--- config.mk ---
export PLATFORM = sky130hd
export DESIGN_NAME = paprot_cordic_cell
export DESIGN_NICKNAME = d
export VERILOG_FILES = /design/src/rtl/paprot_pkg.sv /design/src/rtl/paprot_cordic_cell.sv
export SDC_FILE = /design/constraint.sdc
export NUM_CORES = 1
export LEC_CHECK = 0
export BUFFER_PORTS_ARGS = -buffer_cell sky130_fd_sc_hd__buf_2
export CORE_UTILIZATION = 30
export DETAILED_ROUTE_END_ITERATION = 7
export PLACE_DENSITY = 0.51
export SETUP_SLACK_MARGIN = 0.15
export SKIP_CTS_REPAIR_TIMING = 1
export SLEW_MARGIN = 25
export SYNTH_ARGS = -nofsm -noshare
export SYNTH_HDL_FRONTEND = slang
export SYNTH_SLANG_ARGS = --single-unit
--- constraint.sdc ---
create_clock -name clk -period 4.9 [get_ports clk]
set_input_delay 0.98 -clock clk [delete_from_list [all_inputs] [get_ports clk]]
set_output_delay 0.98 -clock clk [all_outputs]
set_load 0.02 [all_outputs]
--- src/rtl/paprot_pkg.sv ---
// Shared types, angle constants and elaboration-time table functions for the
// polar array point rotator. No dependencies; every rtl module uses this package.
`default_nettype none

package paprot_pkg;

  // Datapath widths inside the rotator: coordinates in Q36, angles in radians Q48.
  localparam int XW = 56;
  localparam int ZW = 50;

  // Angles in degrees with 16 fraction bits.
  localparam logic [24:0] DEG45  = 25'd2949120;
  localparam logic [24:0] DEG90  = 25'd5898240;
  localparam logic [24:0] DEG135 = 25'd8847360;
  localparam logic [24:0] DEG180 = 25'd11796480;
  localparam logic [24:0] DEG225 = 25'd14745600;
  localparam logic [24:0] DEG270 = 25'd17694720;
  localparam logic [24:0] DEG315 = 25'd20643840;
  localparam logic [24:0] DEG360 = 25'd23592960;

  // Pi in Q60 and the degree-to-radian factor pi/180 in Q40.
  localparam logic [63:0] PI_Q60 = 64'h3243F6A8885A308D;
  localparam logic [34:0] RAD_C  = 35'((PI_Q60 >> 20) / 64'd180);

  // Saturation limits of a signed 32-bit coordinate.
  localparam logic [31:0] S32_MAX = 32'h7FFFFFFF;
  localparam logic [31:0] S32_MIN = 32'h80000000;

  // Configuration register indexes.
  typedef enum logic [2:0] {
    CFG_CENTER_X     = 3'd0,
    CFG_CENTER_Y     = 3'd1,
    CFG_DELTA_ANGLE  = 3'd2,
    CFG_OFFSET_ANGLE = 3'd3,
    CFG_OFFSET_MODE  = 3'd4
  } cfg_index_t;

  // Start angle selection.
  typedef enum logic [1:0] {
    MODE_NONE  = 2'd0,
    MODE_DELTA = 2'd1,
    MODE_FREE  = 2'd2
  } offset_mode_t;

  // Whole quarter turns applied after the rotator.
  typedef enum logic [1:0] {
    QUAD_0   = 2'd0,
    QUAD_90  = 2'd1,
    QUAD_180 = 2'd2,
    QUAD_270 = 2'd3
  } quad_t;

  typedef struct packed {
    logic signed [31:0] point_x;
    logic signed [31:0] point_y;
    logic [15:0]        instance_req;
  } in_item_t;

  typedef struct packed {
    logic signed [31:0] out_x;
    logic signed [31:0] out_y;
    logic               saturated;
  } out_item_t;

  // Vector handed from one rotator cell to the next.
  typedef struct packed {
    logic                 valid;
    quad_t                quad;
    logic signed [XW-1:0] x;
    logic signed [XW-1:0] y;
    logic signed [ZW-1:0] z;
  } cordic_vec_t;

  // Restoring division, used only on constants at elaboration.
  function automatic logic [63:0] div_u64(input logic [63:0] num, input logic [63:0] den);
    logic [64:0] rem;
    logic [63:0] quo;
    rem = '0;
    quo = '0;
    for (int b = 63; b >= 0; b--) begin
      rem = {rem[63:0], num[b]};
      if (rem >= {1'b0, den}) begin
        rem    = rem - {1'b0, den};
        quo[b] = 1'b1;
      end
    end
    return quo;
  endfunction

  // Integer square root, used only on constants at elaboration.
  function automatic logic [63:0] isqrt_u64(input logic [63:0] val);
    logic [63:0] v;
    logic [63:0] r;
    logic [63:0] bt;
    v  = val;
    r  = '0;
    bt = 64'd1 << 62;
    for (int s = 0; s < 32; s++) begin
      if (bt > v) begin
        bt = bt >> 2;
      end
    end
    for (int s = 0; s < 32; s++) begin
      if (bt != 64'd0) begin
        if (v >= r + bt) begin
          v = v - (r + bt);
          r = (r >> 1) + bt;
        end else begin
          r = r >> 1;
        end
        bt = bt >> 2;
      end
    end
    return r;
  endfunction

  // atan(2^-i) in radians Q48, from the truncated power series in Q60.
  function automatic logic [63:0] atan_q48(input int i);
    logic [63:0] v;
    logic [63:0] t;
    v = '0;
    if (i == 0) begin
      v = PI_Q60 >> 2;
    end else begin
      for (int k = 1; i * k <= 60; k += 2) begin
        t = div_u64(64'd1 << (60 - i * k), 64'(k));
        if ((k & 2) != 0) begin
          v = v - t;
        end else begin
          v = v + t;
        end
      end
    end
    return v >> 12;
  endfunction

  // Inverse CORDIC gain in Q30 for the given number of stages.
  function automatic logic [63:0] inv_gain_q30(input int stages);
    logic [63:0] p;
    p = 64'd1 << 60;
    for (int i = 0; i < stages; i++) begin
      if (2 * i < 64) begin
        p = p + (p >> (2 * i));
      end
    end
    return div_u64(64'd1 << 60, isqrt_u64(p));
  endfunction

endpackage

`default_nettype wire

--- src/rtl/paprot_cordic_cell.sv ---
// One rotation-mode CORDIC micro-rotation of the point rotator.
// Depends on paprot_pkg for the vector struct and the arctangent table function.
`default_nettype none

module paprot_cordic_cell #(
  parameter int STAGE = 0
) (
  input  wire logic                    clk,
  input  wire logic                    rst_n,
  input  wire paprot_pkg::cordic_vec_t vec_i,
  output paprot_pkg::cordic_vec_t      vec_o
);

  localparam int XW = paprot_pkg::XW;
  localparam int ZW = paprot_pkg::ZW;
  localparam logic [63:0]          ATAN_FULL = paprot_pkg::atan_q48(STAGE);
  localparam logic signed [ZW-1:0] ATAN      = $signed(ATAN_FULL[ZW-1:0]);

  logic                    valid_r;
  paprot_pkg::cordic_vec_t vec_r;
  paprot_pkg::cordic_vec_t vec_nxt;
  logic signed [XW-1:0]    shx;
  logic signed [XW-1:0]    shy;

  // Rotate toward the residual angle; a non-negative residue turns counterclockwise.
  always_comb begin
    shx     = vec_i.y >>> STAGE;
    shy     = vec_i.x >>> STAGE;
    vec_nxt = vec_i;
    if (!vec_i.z[ZW-1]) begin
      vec_nxt.x = vec_i.x - shx;
      vec_nxt.y = vec_i.y + shy;
      vec_nxt.z = vec_i.z - ATAN;
    end else begin
      vec_nxt.x = vec_i.x + shx;
      vec_nxt.y = vec_i.y - shy;
      vec_nxt.z = vec_i.z + ATAN;
    end
  end

  always_ff @(posedge clk) begin
    if (!rst_n) begin
      valid_r <= 1'b0;
    end else begin
      valid_r <= vec_i.valid;
    end
  end

  always_ff @(posedge clk) begin
    vec_r <= vec_nxt;
  end

  always_comb begin
    vec_o       = vec_r;
    vec_o.valid = valid_r;
  end

endmodule

`default_nettype wire

After elaboration in Yosys (flattened, before gate mapping). Cells that the tools add are included.

Output and inout port bits: 165. Logic and storage cells: 11. Register bits: 165.

Muxes and demuxes: 1. Add/subtract/negate cells: 5.

Operator list (number): $mux 162 (1); $sub 56x56->56 (2); $add 56x56->56 (1); $add 50x49->50 const B (1); $sub 50x49->50 const B (1).

Longest topological paths before layout.
Depth in word-level cells: 2. Gate-level depth with buffers: 17. Mapped depth without buffers: 14.

Least setup slack after synthesis. OpenSTA, ideal clock, no wires.

Path type: input -> register. From: input port vec_i[49] in the netlist's numbering. To: register vec_r (netlist bit vec_o[48]). Path slack: 0.232 ns. Cell stages on the path: 17. Library setup time: 0.072 ns. Data arrival time: 4.595 ns. Data required time: 4.828 ns. Path through: clkbuf_1 > inv_1 > clkbuf_1 > buf_2 > ha_1 > buf_2 > a21o_1 > a21o_1 > a211oi_1 > o22ai_1 > o31ai_1 > a21oi_1 > a211o_1 > a21o_1 > a31o_2 > a41oi_1 > xnor2_1.

RTL lines: start, declared (line paprot_cordic_cell.sv:10) `input wire paprot_pkg::cordic_vec_t vec_i,`; end signal, assigned (line paprot_cordic_cell.sv:50) `vec_r <= vec_nxt;`; end, declared (line paprot_cordic_cell.sv:20) `paprot_pkg::cordic_vec_t vec_r;`.

==> run metrics <==
Final Hold Viols 0; final instance area approximately 19,000 um^2; final wirelength 61.3 mm; row count 83; Crit path required time 5.32 ns; Post-Syn Nets ~2,400; VDD IR max between 200 and 300 uV; leak pwr between 8 and 9 nW; Worst-Margin Slew approximately 1 ns; max-cap violation count 0; Reg area about 3300 um^2; Placement Setup Slack approximately 0.11 ns; gr ovfl total 0; fillers ~5,500; met2 routed wirelength 28.0 mm; clk slew on worst S/H paths 0.07 ns; power per cell area ~320 nW/um^2; Starting Density 0.305; Post-DP Area 18,300 um^2; Detailed Route Iter0 Violations roughly 1,200; crit path setup slack, layout about 0.55 ns; layout cells sized above 1 0.192; highest-delay cell along the critical path a211oi_1; fmax between 200 and 250 MHz; WHS Endpoint vec_o[162]; Syn Std Cell Area 15,700 um^2; core area about 51,000 um^2; CP bufs+invs 4; kind of cell adding the most delay to the critical path compound AO/OA/AOI/OAI gates; Post-synth EDFFs 0; cells along the critical path buf_2, inv_1, ha_1, buf_4, and4_1, or3b_1, a211oi_1, o41a_1, o21ai_1, o211a_1, o41ai_2, buf_4, a41oi_1, a311oi_2, xnor2_1; Yosys top cell area share 0.210; area occupied by multi-input gates around 11,000 um^2; vias per std cell between 5 and 6; crit path kind primary input to register; Clock Path Buffers 2; Critical Path Most Common Cell buf_4; Vias 16,662; count leader, synth a21oi_1; Routed Antenna Nets 0; M1 WL between 20 and 30 mm; die height ~230 um; Worst slew margin 0.336; synth cell count leaders a21oi_1 (261), ha_1 (210), nor2_1 (191), inv_1 (186), dfxtp_1 (164); Die W about 230 um; crit start category primary input; GRT Util Overall 0.227; Mapped Cells ~2,100; synth top area cells dfxtp_1 (21%), ha_1 (17%), a21oi_1 (8.3%); number of global-route vias before repair ~16,000; crit share post-route 0.888; CP Max Fanout 14; synthesized flop and latch total ~160; outcome finished clean; DPL Wire Length just under 50 mm; Final nets 2,773; Initial DRT Pass Iterations 5; area delta synth->final 20.7%; total power roughly 6.0 mW; largest net degree at the start of global routing 86; # setup viols final 0; Yosys cell types between 70 and 80; hold_ws 0.591 ns; Hold Path Stages 1; htree depth 4; Synth area leader dfxtp_1; uppermost routed layer met4; RSZ-0062 raised after global routing false; initial antenna violation count 3; CTS Buf Count 17; sequential area share after synthesis 0.210; Post-Syn Area per Cell between 7 and 8 um^2; first-pass GRT wire length around 94 mm; # clock sinks between 150 and 200; commonest register cell after synthesis dfxtp_1; HP Class primary input to register; DRC Markers 0; Hold Path Origin vec_i[162]; WP data arrival about 4.8 ns; port bufs between 300 and 400; RD Place Congestion ~0.93; final slew viol count 0; Synth async-reset ratio 0; Wirelength per Cell 19.8 um; Worst path max stage delay 0.53 ns; synth warn 0; CTS tree yes; io pins about 330; Critical Path Sink Type register; die area between 50,000 and 60,000 um^2; root buf cell clkbuf_16; setup TNS 0 ns; metal3 WL 4.05 mm; Tmin final 4.35 ns
kinds of logic after synthesis:
family | count (synthesis) | synth area share
AOI/OAI and AO/OA | 732 | 0.294
and+or+nand+nor | 499 | 0.152
buffers and inverters | 277 | 0.0692
adders and majority gates | 214 | 0.173
DFF | 164 | 0.210
xor gates and xnor gates | 152 | 0.0850
muxes | 28 | 0.0179
metrics by stage:
stage	cells	utilization
after CTS	3085	0.368
after global routing	3086	0.368
final	3087	0.368
after detailed placement	3053	0.356
after global placement	3053	0.356
after floorplan	2066	-
sequential cells by signal (all words and copies together), names as in the netlist:
signal / flops
vec_o: 163
valid_r: 1
where the power goes:
part | switching (mW) | internal [mW]
Sequential | 0.107 | 1.65
Combinational | 1.75 | 0.962
Clock | 0.678 | 0.829
how the worst max path moves through the flow:
| stage | start | to | cells past startpoint |
|---|---|---|---|
| 2_1_floorplan | vec_i[49] | vec_o[48] | 17 |
| 3_3_place_gp | vec_i[60] | vec_o[102] | 15 |
| 3_5_place_dp | vec_i[64] | vec_o[102] | 15 |
| 4_1_cts | vec_i[64] | vec_o[102] | 15 |
| 5_1_grt | vec_i[64] | vec_o[102] | 15 |
| 6_report | vec_i[60] | vec_o[102] | 15 |
layout make-up:
cell class / instances / share of cell area
diodes: 2 / 0.000265
clock buffers: 18 / 0.0232
clock inverters: 14 / 0.00986
inverters: 189 / 0.0375
multi-input cells: 1625 / 0.597
flip-flops and latches: 164 / 0.174
well taps: 680 / 0.0450
repair buffers: 395 / 0.113
cell usage in the layout (no fill, tap or decap), types with 5 or more instances in the layout:
| master | instances |
|---|---|
| o31a_1 | 8 |
| nand3_1 | 21 |
| o21a_1 | 26 |
| buf_4 | 65 |
| a211o_1 | 6 |
| a21oi_1 | 261 |
| nand2_1 | 99 |
| nand2b_1 | 16 |
| o22ai_1 | 5 |
| mux2i_1 | 28 |
| a221oi_1 | 10 |
| inv_6 | 5 |
| a31oi_1 | 27 |
| nor2_1 | 191 |
| o21ai_0 | 144 |
| ha_1 | 210 |
| dfxtp_1 | 164 |
| o211ai_1 | 20 |
| a221o_1 | 7 |
| or2_2 | 11 |
| or3_1 | 14 |
| o31ai_1 | 32 |
| inv_1 | 185 |
| or4_1 | 5 |
| buf_2 | 330 |
| and2_1 | 10 |
| nand4_1 | 28 |
| nor4_1 | 19 |
| nor2b_1 | 26 |
| clkbuf_16 | 17 |
| o21bai_1 | 46 |
| xor2_1 | 23 |
| nor3_1 | 27 |
| a21o_1 | 54 |
| o21ai_1 | 8 |
| and3_1 | 15 |
| a211oi_1 | 24 |
| xnor2_1 | 129 |
routing by layer:
layer  vias to the layer above  track usage
met2                       717        0.370
met5                         -            0
li1                       7957            -
met4                         0       0.0724
met1                      7907        0.301
met3                        81       0.0431
(Power assumes the default switching activity.)
