### config.mk
export PLATFORM = sky130hd
export DESIGN_NAME = paprot_mod_cell
export DESIGN_NICKNAME = d
export VERILOG_FILES = /design/src/rtl/paprot_pkg.sv /design/src/rtl/paprot_mod_cell.sv
export SDC_FILE = /design/constraint.sdc
export NUM_CORES = 1
export LEC_CHECK = 0
export ABC_CLOCK_PERIOD_IN_PS = 1800
export BUFFER_PORTS_ARGS = -buffer_cell sky130_fd_sc_hd__buf_2
export CAP_MARGIN = 10
export CORE_ASPECT_RATIO = 1.75
export CORE_MARGIN = 8
export CORE_UTILIZATION = 37
export CTS_BUF_LIST = sky130_fd_sc_hd__clkbuf_16
export CTS_CLUSTER_DIAMETER = 50
export DETAILED_ROUTE_END_ITERATION = 8
export PLACE_DENSITY = 0.72
export SLEW_MARGIN = 40
export SYNTH_ARGS = -nofsm -noshare
export SYNTH_HDL_FRONTEND = slang
export SYNTH_SLANG_ARGS = --single-unit
### constraint.sdc
create_clock -name clk -period 1.8 [get_ports clk]
set_clock_uncertainty 0.1 [all_clocks]
set_input_delay 0.36 -clock clk [delete_from_list [all_inputs] [get_ports clk]]
set_output_delay 0.36 -clock clk [all_outputs]
set_load 0.01 [all_outputs]
### src/rtl/paprot_pkg.sv
// Shared types, angle constants and elaboration-time table functions for the
// polar array point rotator. No dependencies; every rtl module uses this package.
`default_nettype none

package paprot_pkg;

  // Datapath widths inside the rotator: coordinates in Q36, angles in radians Q48.
  localparam int XW = 56;
  localparam int ZW = 50;

  // Angles in degrees with 16 fraction bits.
  localparam logic [24:0] DEG45  = 25'd2949120;
  localparam logic [24:0] DEG90  = 25'd5898240;
  localparam logic [24:0] DEG135 = 25'd8847360;
  localparam logic [24:0] DEG180 = 25'd11796480;
  localparam logic [24:0] DEG225 = 25'd14745600;
  localparam logic [24:0] DEG270 = 25'd17694720;
  localparam logic [24:0] DEG315 = 25'd20643840;
  localparam logic [24:0] DEG360 = 25'd23592960;

  // Pi in Q60 and the degree-to-radian factor pi/180 in Q40.
  localparam logic [63:0] PI_Q60 = 64'h3243F6A8885A308D;
  localparam logic [34:0] RAD_C  = 35'((PI_Q60 >> 20) / 64'd180);

  // Saturation limits of a signed 32-bit coordinate.
  localparam logic [31:0] S32_MAX = 32'h7FFFFFFF;
  localparam logic [31:0] S32_MIN = 32'h80000000;

  // Configuration register indexes.
  typedef enum logic [2:0] {
    CFG_CENTER_X     = 3'd0,
    CFG_CENTER_Y     = 3'd1,
    CFG_DELTA_ANGLE  = 3'd2,
    CFG_OFFSET_ANGLE = 3'd3,
    CFG_OFFSET_MODE  = 3'd4
  } cfg_index_t;

  // Start angle selection.
  typedef enum logic [1:0] {
    MODE_NONE  = 2'd0,
    MODE_DELTA = 2'd1,
    MODE_FREE  = 2'd2
  } offset_mode_t;

  // Whole quarter turns applied after the rotator.
  typedef enum logic [1:0] {
    QUAD_0   = 2'd0,
    QUAD_90  = 2'd1,
    QUAD_180 = 2'd2,
    QUAD_270 = 2'd3
  } quad_t;

  typedef struct packed {
    logic signed [31:0] point_x;
    logic signed [31:0] point_y;
    logic [15:0]        instance_req;
  } in_item_t;

  typedef struct packed {
    logic signed [31:0] out_x;
    logic signed [31:0] out_y;
    logic               saturated;
  } out_item_t;

  // Vector handed from one rotator cell to the next.
  typedef struct packed {
    logic                 valid;
    quad_t                quad;
    logic signed [XW-1:0] x;
    logic signed [XW-1:0] y;
    logic signed [ZW-1:0] z;
  } cordic_vec_t;

  // Restoring division, used only on constants at elaboration.
  function automatic logic [63:0] div_u64(input logic [63:0] num, input logic [63:0] den);
    logic [64:0] rem;
    logic [63:0] quo;
    rem = '0;
    quo = '0;
    for (int b = 63; b >= 0; b--) begin
      rem = {rem[63:0], num[b]};
      if (rem >= {1'b0, den}) begin
        rem    = rem - {1'b0, den};
        quo[b] = 1'b1;
      end
    end
    return quo;
  endfunction

  // Integer square root, used only on constants at elaboration.
  function automatic logic [63:0] isqrt_u64(input logic [63:0] val);
    logic [63:0] v;
    logic [63:0] r;
    logic [63:0] bt;
    v  = val;
    r  = '0;
    bt = 64'd1 << 62;
    for (int s = 0; s < 32; s++) begin
      if (bt > v) begin
        bt = bt >> 2;
      end
    end
    for (int s = 0; s < 32; s++) begin
      if (bt != 64'd0) begin
        if (v >= r + bt) begin
          v = v - (r + bt);
          r = (r >> 1) + bt;
        end else begin
          r = r >> 1;
        end
        bt = bt >> 2;
      end
    end
    return r;
  endfunction

  // atan(2^-i) in radians Q48, from the truncated power series in Q60.
  function automatic logic [63:0] atan_q48(input int i);
    logic [63:0] v;
    logic [63:0] t;
    v = '0;
    if (i == 0) begin
      v = PI_Q60 >> 2;
    end else begin
      for (int k = 1; i * k <= 60; k += 2) begin
        t = div_u64(64'd1 << (60 - i * k), 64'(k));
        if ((k & 2) != 0) begin
          v = v - t;
        end else begin
          v = v + t;
        end
      end
    end
    return v >> 12;
  endfunction

  // Inverse CORDIC gain in Q30 for the given number of stages.
  function automatic logic [63:0] inv_gain_q30(input int stages);
    logic [63:0] p;
    p = 64'd1 << 60;
    for (int i = 0; i < stages; i++) begin
      if (2 * i < 64) begin
        p = p + (p >> (2 * i));
      end
    end
    return div_u64(64'd1 << 60, isqrt_u64(p));
  endfunction

endpackage

`default_nettype wire

### src/rtl/paprot_mod_cell.sv
// One step of the modulo-360-degree reduction chain of the point rotator.
// Depends on paprot_pkg for the full-turn constant.
`default_nettype none

module paprot_mod_cell #(
  parameter int AW    = 42,
  parameter int SHIFT = 0
) (
  input  wire logic          clk,
  input  wire logic          rst_n,
  input  wire logic          valid_i,
  input  wire logic          neg_i,
  input  wire logic [AW-1:0] rem_i,
  output logic               valid_o,
  output logic               neg_o,
  output logic [AW-1:0]      rem_o
);

  // Full turn scaled by this cell's power of two.
  localparam logic [AW-1:0] STEP = {{(AW - 25){1'b0}}, paprot_pkg::DEG360} << SHIFT;

  logic          valid_r;
  logic          neg_r;
  logic [AW-1:0] rem_r;
  logic [AW-1:0] rem_nxt;

  // Take one scaled full turn off when it fits.
  always_comb begin
    if (rem_i >= STEP) begin
      rem_nxt = rem_i - STEP;
    end else begin
      rem_nxt = rem_i;
    end
  end

  always_ff @(posedge clk) begin
    if (!rst_n) begin
      valid_r <= 1'b0;
    end else begin
      valid_r <= valid_i;
    end
  end

  always_ff @(posedge clk) begin
    neg_r <= neg_i;
    rem_r <= rem_nxt;
  end

  assign valid_o = valid_r;
  assign neg_o   = neg_r;
  assign rem_o   = rem_r;

endmodule

`default_nettype wire

### Word-level counts from Yosys, hierarchy flattened

Cells that the tools add are included.

* bits in writable memories: 0
* output and inout port bits: 44
* bits in latches: 0
* memory bits (read-only): 0
* input port bits: 46
* flip-flop bits (word level): 44
* logic and storage cells: 6
* memories: 0

* $mul: 0
* $lt $le $gt $ge: 1
* $add $sub $neg: 1
* multiplexer cells: 1
* reduce and logical (&&, ||, !) cells: 0
* divide/modulo/power cells: 0
* equal/unequal tests: 0
* shift-type cells: 0
* bitwise operators: 0

Operators by type and width (count)
* $ge 42x25->1 const B: 1
* $mux 42: 1
* $sub 42x25->42 const B: 1

### Depth between registers and ports, before layout

* depth in word-level cells: 2
* mapped depth: 6
* gate-level depth less buffers: 6

### Worst setup path before layout

No wires, ideal clock.

* path type: input port to flip-flop
* start: input rem_i[30]
* end: register rem_r[27], in the netlist rem_o[27]
* data required time: 1.579 ns
* buffers on the path: 1
* arrival time: 1.709 ns
* path slack: -0.130 ns
* stages: 5
* setup time: 0.121 ns
* cells stage by stage: or4_4 > and4bb_4 > buf_8 > a21oi_1 > mux2_2

* longest elaborated chain between the ends: 2

Ends and longest elaborated chain
* start, declared: RTL line paprot_mod_cell.sv:13 `input wire logic [AW-1:0] rem_i,`
* $ge 42x25->1: RTL line paprot_mod_cell.sv:29 `if (rem_i >= STEP) begin`
* $mux 42: RTL line paprot_mod_cell.sv:29
* named net rem_nxt[27]: RTL line paprot_mod_cell.sv:25 `logic [AW-1:0] rem_nxt;`
* end signal, assigned: RTL line paprot_mod_cell.sv:46 `rem_r <= rem_nxt;`
* end, declared: RTL line paprot_mod_cell.sv:24 `logic [AW-1:0] rem_r;`

The timed path passes the listed nets, and every way through them passes these cells.
A chain may end at the register's enable or synchronous reset.

### Worst setup path in the final report

* start: input rem_i[30]
* end: register rem_r[40], in the netlist rem_o[40]

* longest elaborated chain between the ends: 2
* elaborated cells on any way between the ends: 3
* those cells by class: add/sub (1); order compare (1); mux (1)

Ends and longest elaborated chain (RTL line)
* $sub 42x25->42 / $ge 42x25->1 (equally long branches): paprot_mod_cell.sv:30, paprot_mod_cell.sv:29
* $mux 42 (*): paprot_mod_cell.sv:29
* named net rem_nxt[40]: paprot_mod_cell.sv:25

Mark *: on every way through the listed nets, which the timed path passes. The rest lies on a longest branch.

==> metrics <==
outcome=finished, final reports clean; Worst setup endpoint=rem_o[40]; number of buffers created by CTS=5; Synth cell types=40; die area=6599 um2; P&R area growth vs syn=59.56%; global-route wire length before repair=7341 um; Mapped Area=1550 um2; vias in the first global route=1601; share of power burned in registers=45.0%; CP arrival=1.81 ns; share of the synthesized area in the top cell type=56.82%; row cnt=31; fin worst setup slack=0.05384 ns; CP required=1.86 ns; core region area=4073 um2; Buffers on Ports=89; H-tree levels=2; Final Hold Vio Count=0; Net Switching=0.5068 mW; Synth Flop Type=dfxtp_1; commonest non-fill, non-tap cell in the layout=buf_2; starting DRC count in detailed routing=49; Yosys reg bits=44; launch point of the worst path=rem_i[30]; post-layout utilization of the core=60.74%; num ports=90; ant diodes=0; Post-synth EDFFs=0; largest net degree at the start of global routing=14; max_cap viols=0; Yosys warnings=0; commonest non-fill, non-tap cells in the layout=buf_2 (89), dfxtp_1 (44), buf_4 (32); WL/cell=15.17 um; Initial Utilization=38.06%; gr ovfl total=0; Final setup viols=0; DR vias/cell=4.934; Post-Syn Nets=187; DRT antenna net count=0; register area share after synthesis=56.82%; Die Y-Extent=101.6 um; max-slew violations=0; CTS Hold Buffers Added=0; clock root cell=clkbuf_16; Least-Margin Pin Slew=0.4731 ns; Hold Path Class=input port to flip-flop; Gate Count Post-Synth=140; post-DP HPWL=3846 um; Critical Path Sink Type=flip-flop; clock transition at the registers of the reported paths=0.06 ns; pre-CTS WS=-0.2819 ns; CTS tree=built; startpoint types=input port; power density cells=945.1 nW/um2; initial antenna violation count=0; minimum clock period=1.746 ns; Setup CP Type=input port to flip-flop; Synth area leaders=dfxtp_1 (57%), xor2_1 (6.2%), a21oi_1 (2.6%); Die Wd=64.93 um; Worst slew margin=67.65%; Sink Count=44; Bufs on Longest Clock Path=2; Mapped Avg Cell Area=11.07 um2; Clock power frac=42.3%; RSZ-0062 raised after global routing=false; DR vias=1564; combinational share of power=12.7%; Fmax=572.7 MHz; sw frac=21.68%; wirelength, routed=4810 um; Pleak=1.195 nW; ys async rst share=0%; GRT Overall Usage=13.88%; total power=2.338 mW; cell-internal power=1.831 mW; Residual DRC=0; drt first pass iters=4; ratio of cells with drive above 1 in the final layout=51.87%; GPL Wtd Cong=0.7634; Final Cycle Share=97.01%; VDD IR max=836.4 uV; dominant cell type by area after synthesis=dfxtp_1; worst-path fanout max=7; # nets final=314
==> worst max-delay path: stages <==
cell,delay (ns)
buf_2,0.10
or4_4,0.57
and4bb_2,0.34
nand3_1,0.11
mux2_1,0.32
==> final cells by class <==
class | instances | area [um2]
timing repair buffer | 121 | 685.7
fill | 382 | 1599
inverter | 2 | 7.507
sequential | 44 | 880.8
clock buffer | 5 | 125.1
tap | 49 | 61.31
clock inverter | 3 | 38.79
multi-input combinational | 93 | 674.4
==> worst min path at each step <==
stage,startpoint,end,slack (ns),cells after the start
floorplan,neg_i,neg_o,0.29,0
global placement,neg_i,neg_o,0.36,1
detailed placement,neg_i,neg_o,0.36,1
CTS,neg_i,neg_o,0.08,1
global route,neg_i,neg_o,0.08,1
finish,neg_i,neg_o,0.08,1
==> Yosys cell counts (2+ instances only) <==
cell type	n
nand2_1	7
nor4_2	2
xnor2_1	3
xor2_1	11
nor2_1	5
nand4b_1	2
and2_1	3
or3_1	4
inv_1	2
o21ai_0	5
nand3_1	7
mux2_2	2
nor4_1	6
nor3_1	5
dfxtp_1	44
a21oi_1	8
==> power by group through the flow <==
| stage | sequential (mW) | combinational (mW) | clock (mW) |
|---|---|---|---|
| after global placement | 1.07 | 0.292 | 0 |
| after detailed placement | 1.07 | 0.298 | 0 |
| final | 1.05 | 0.298 | 0.988 |
| after CTS | 1.05 | 0.300 | 1.01 |
| after global routing | 1.06 | 0.326 | 1.04 |
| after floorplan | 1.11 | 0.0649 | 0 |
==> flip-flops by register name, indices dropped and copies added, names as in the netlist <==
| register | count |
|---|---|
| neg_o | 1 |
| valid_o | 1 |
| rem_o | 42 |
==> metrics by stage <==
stage          std cells  setup TNS [ns]  cell area (um2)  hold WS (ns)
5_1_grt              317               0             2474       0.07791
3_5_place_dp         308          -4.533             2286        0.3641
4_1_cts              316               0             2450       0.07859
2_1_floorplan        140         -0.3765             1558        0.2877
6_report             317               0             2474       0.08380
3_3_place_gp         308          -3.822             2286        0.3619
==> per-layer routing <==
layer	up-vias	global-route usage (%)	share of wire, %
li1	763	-	-
met3	5	6.091	11
met1	731	12.43	34
met2	65	26.54	54
met4	0	4.561	0.96
met5	-	0	0
==> kinds of logic (layout without fill, tap and decap cells) <==
logic type	after synthesis	after routing	synth area share, %
adders and majority gates	1	1	0.8070
and+or+nand+nor	51	52	20.74
muxes	4	4	2.825
xor gates and xnor gates	14	14	7.910
AOI/OAI and AO/OA	22	22	9.202
DFF	44	44	56.82
buffers and inverters	4	131	1.695
==> timing repair <==
action                     4_1_cts  5_1_grt
gates resized for setup          0        2
buffers inserted                 0        0
setup endpoints to repair        0        3
(Power assumes the default switching activity.)
